--- src/design/rtdp_pkg.sv ---
`default_nettype none

package rtdp_pkg;

    // Default sizes
    localparam int NUM_WIDTH_DEF = 16;
    localparam int RANGE_MAX_DEF = 64;

    // First trial divisor
    localparam int FIRST_DIV = 2;

    // Range sequencer states
    typedef enum logic [1:0] {
        S_IDLE,
        S_RUN,
        S_WAIT
    } t_top_state;

    // Candidate tester states
    typedef enum logic [1:0] {
        T_IDLE,
        T_CHECK,
        T_DIV
    } t_test_state;

    // Tester verdict toward the range sequencer
    typedef struct packed {
        logic done;
        logic prime;
    } t_test_res;

endpackage

`default_nettype wire

--- src/design/rtdp_rem.sv ---
`default_nettype none

// Bit-serial restoring remainder: one dividend bit enters per cycle.
module rtdp_rem #(
    parameter int NUM_WIDTH = rtdp_pkg::NUM_WIDTH_DEF
) (
    input  wire logic                 i_clk,
    input  wire logic                 i_rst_n,
    input  wire logic                 i_start,
    input  wire logic [NUM_WIDTH-1:0] i_dividend,
    input  wire logic [NUM_WIDTH-1:0] i_divisor,
    output logic                      o_done,
    output logic                      o_zero
);

    localparam int CW = $clog2(NUM_WIDTH + 1);

    logic                 r_busy, n_busy;
    logic                 r_done, n_done;
    logic [CW-1:0]        r_cnt, n_cnt;
    logic [NUM_WIDTH-1:0] r_q, n_q;
    logic [NUM_WIDTH:0]   r_rem, n_rem;
    logic [NUM_WIDTH-1:0] r_div, n_div;
    logic [NUM_WIDTH:0]   shifted;
    logic [NUM_WIDTH:0]   div_ext;

    // Shift in next dividend bit, subtract divisor when it fits
    always_comb begin
        shifted = {r_rem[NUM_WIDTH-1:0], r_q[NUM_WIDTH-1]};
        div_ext = {1'b0, r_div};
        n_busy  = r_busy;
        n_done  = 1'b0;
        n_cnt   = r_cnt;
        n_q     = r_q;
        n_rem   = r_rem;
        n_div   = r_div;
        if (i_start) begin
            n_busy = 1'b1;
            n_cnt  = CW'(NUM_WIDTH);
            n_q    = i_dividend;
            n_rem  = '0;
            n_div  = i_divisor;
        end else if (r_busy) begin
            n_rem = (shifted >= div_ext) ? shifted - div_ext : shifted;
            n_q   = {r_q[NUM_WIDTH-2:0], 1'b0};
            n_cnt = r_cnt - CW'(1);
            if (r_cnt == CW'(1)) begin
                n_busy = 1'b0;
                n_done = 1'b1;
            end
        end
    end

    // Hold control under reset, payload free
    always_ff @(posedge i_clk) begin
        if (!i_rst_n) begin
            r_busy <= 1'b0;
            r_done <= 1'b0;
            r_cnt  <= '0;
        end else begin
            r_busy <= n_busy;
            r_done <= n_done;
            r_cnt  <= n_cnt;
        end
        r_q   <= n_q;
        r_rem <= n_rem;
        r_div <= n_div;
    end

    assign o_done = r_done;
    assign o_zero = (r_rem == '0);

endmodule

`default_nettype wire

--- config.mk ---
export PLATFORM = sky130hd
export DESIGN_NAME = rtdp_rem
export DESIGN_NICKNAME = d
export VERILOG_FILES = /design/src/design/rtdp_pkg.sv /design/src/design/rtdp_rem.sv
export SDC_FILE = /design/constraint.sdc
export NUM_CORES = 1
export LEC_CHECK = 0
export BUFFER_PORTS_ARGS = -buffer_cell sky130_fd_sc_hd__buf_4
export CAP_MARGIN = 20
export CORE_MARGIN = 5
export CORE_UTILIZATION = 55
export CTS_CLUSTER_SIZE = 25
export DETAILED_ROUTE_END_ITERATION = 10
export HOLD_SLACK_MARGIN = 0.06
export PLACE_DENSITY_LB_ADDON = 0.08
export SETUP_SLACK_MARGIN = 0.02
export SYNTH_ARGS = -nofsm -noshare
export SYNTH_HDL_FRONTEND = slang
export SYNTH_SLANG_ARGS = --single-unit
--- constraint.sdc ---
create_clock -name i_clk -period 2.9 [get_ports i_clk]
set_input_delay 0.29 -clock i_clk [delete_from_list [all_inputs] [get_ports i_clk]]
set_output_delay 0.29 -clock i_clk [all_outputs]
set_load 0.1 [all_outputs]
==> results.cfg <==
[run_status]
outcome = finished clean

[critical_path]
crit_fanout = 3
crit_path_end_kind = flop
cp-start-kind = flop
crit_arrival_ns = 2.86
ff2ff_path_depth = 11
cpPeakStageDelay_ns = 0.44
crit_start = r_q[15]
rrSetupSlack_ns = 0.27
slowest_stage = fa_1
cp_cell_sequence = inv_1 > ha_1 > inv_1 > fa_1 > a211oi_2 > o21ai_2 > a2111oi_4 > o41a_2 > o2bb2ai_2 > nand2_1 > o41ai_1
cp.required_ns = 3.13
cp_top_family = compound AO/OA/AOI/OAI gates
r2r-end = r_rem[16]
worstReg2RegStart = r_q[15]
critPathKind = flop to flop
path_buf_inv = 2
cpMostUsedCell = inv_1

[placement]
io_buffers = 36
gp_congestion = 0.821
dp_hpwl_um = 4690

[timing]
slew_violations = 0
fmax_ghz = 0.381
grt_setup_unrepaired = no
maxSlewHeadroom_pct = 57.9
finalSetupViolCount = 0
finalCriticalPeriod_ns = 2.63
final.setup_skew_ns = 0.00781
holdWs_ns = 0.142
fin_setup_tns_ns = 0
period_share_pct = 90.6
worst_pin_slew_ns = 0.631
hold_violations = 0

[clocking]
cts_buffer_depth = 2
htreeDepth = 2
cts-buffers-inserted = 5
cts.sinks = 56
ctsHoldBuffers = 0
clk_latency_ns = 0.32
cts_tree = done
clkTransAtPathRegs_ns = 0.11
cts_root_buffer = clkbuf_8

[yosys]
synth-edff-count = 32
ys_types = 57
syn-cell-area_um2 = 3240
synthCells = 300
yosysWarnings = 0
yosys_most_used_dff = edfxtp_1
synth_seq_area_share_pct = 44.4
ys_seq_elements = 56
async_flop_share_pct = 0
syn_avg_cell_area_um2 = 10.8
syn_nets = 354

[run]
drv_cap = 0

[power_and_ir_drop]
p_leak_nw = 1.45
ir_drop_mv = 0.331
power.density_nw_per_um2 = 497

[global_route]
gr-total-overflow = 0
grt_pass1_vias = 2377
grt_pass1_wl_um = 11100
grt_max_degree = 52
antenna_found_initial = 0
grt.total_usage_pct = 18.6

[floorplanning]
rows = 28
ios = 37
fp.dieW_um = 86.8
die_y_um = 86.8
start_util_pct = 55.8
die_area_um2 = 7530
core_area_um2 = 5820

[cells_and_area]
multi_input_area_um2 = 1620
nets = 392
final.fill_count = 503
drive_above_1_share_pct = 24.5
syn_to_final_growth_pct = 12.5
diodes = 0
final_common_cell = buf_4
layout_common_cells = 41 x buf_4, 32 x edfxtp_1, 26 x inv_1
seq_area_um2 = 1440

[hold_path]
hold_path_class = input pin to flop
min_to = r_div[11]
worstHoldStart = i_divisor[11]
hold_depth = 1

[route]
routed_wl_um = 6370
drt_iter0_drc = 91
postRouteAntennaNets = 0
via_per_inst = 5.53
drc = 0
num_vias = 2290
first_pass_iters = 4
wl_per_cell_um = 15.4
## worst max-delay path by stage
stage	to	slack (ns)	cells after the start
6_report	r_rem[16]	0.27	11
5_1_grt	r_rem[16]	0.06	11
4_1_cts	r_rem[16]	0.17	11
3_5_place_dp	r_rem[16]	0.22	11
3_3_place_gp	r_rem[16]	0.25	11
2_1_floorplan	o_zero	0.27	3
## per-stage QoR
stage	utilization [%]	setup WS (ns)	cells	power, W	cell area [um2]
2_1_floorplan	-	0.270	300	0.00127	3250
3_3_place_gp	60.9	0.246	406	0.00137	3540
3_5_place_dp	60.9	0.223	406	0.00138	3540
4_1_cts	62.5	0.175	414	0.00183	3630
5_1_grt	62.7	0.0599	414	0.00192	3650
6_report	62.7	0.272	414	0.00181	3650
## cell families (layout without fill, tap and decap cells)
logic type                 Yosys count  count (layout)  share of synthesized area, %
and+or+nand+nor                     70              70                          10.6
muxes                               28              28                          9.22
adders and majority gates           19              19                          7.56
DFF                                 56              56                          44.4
buffers and inverters               36              75                          6.33
xor gates and xnor gates            18              18                          4.86
AOI/OAI and AO/OA                   73              73                          17.0
## registers in the layout, summed over array words and instances (netlist names)
| signal | cells |
|---|---|
| r_q | 16 |
| r_cnt | 5 |
| r_rem | 17 |
| r_div | 16 |
| r_busy | 1 |
| o_done | 1 |
## cells in the mapped netlist (2+ instances only)
cell / instances / share of area (%)
edfxtp_1: 32 / 30
inv_1: 26 / 3.0
nor2_1: 25 / 2.9
dfxtp_1: 24 / 15
ha_1: 18 / 6.9
nand2_1: 18 / 2.1
a21oi_1: 16 / 2.5
mux2_2: 15 / 5.2
mux2i_1: 13 / 4.0
xnor2_1: 12 / 3.2
a211oi_1: 10 / 2.3
o21ai_0: 6 / 0.93
xor2_1: 6 / 1.6
a21o_1: 5 / 1.2
nor4_1: 5 / 0.96
buf_6: 4 / 1.4
clkbuf_8: 4 / 1.7
nand2b_1: 4 / 0.77
nor3_1: 4 / 0.62
o21a_1: 4 / 0.93
o21ai_2: 3 / 0.81
a211oi_2: 2 / 0.77
a21oi_2: 2 / 0.54
a31o_1: 2 / 0.54
and2_1: 2 / 0.39
clkbuf_1: 2 / 0.23
nand3_1: 2 / 0.31
nand4_1: 2 / 0.39
o211ai_1: 2 / 0.46
o21ai_1: 2 / 0.31
o31ai_2: 2 / 0.77
## where the power goes
group / internal, W / leakage [nW] / switching [W]
registers: 0.000907 / 0.515 / 0.0000306
clock network: 0.000174 / 0.0485 / 0.000275
logic: 0.000192 / 0.890 / 0.000235
total: 0.00127 / 1.45 / 0.000541
## layout make-up
type,count,share of cell area (%)
Timing Repair Buffer,41,8.44
Tap cell,75,2.57
Inverter,26,2.68
Clock buffer,5,1.89
Multi-Input combinational cell,208,44.3
Sequential cell,56,39.5
Clock inverter,3,0.617
## per-layer routing
metal / GRT usage, % / up-vias / wire (um)
li1: - / 1175 / -
met5: 0 / - / 0
met2: 31.5 / 31 / 3110
met4: 5.67 / 0 / 85
met1: 23.9 / 1077 / 2960
met3: 3.99 / 7 / 217
## repair_timing
action | CTS | global route
endpoints found under the setup margin | 0 | 1
resized for setup | 0 | 1
setup buffers | 0 | 0
(Power assumes the default switching activity.)
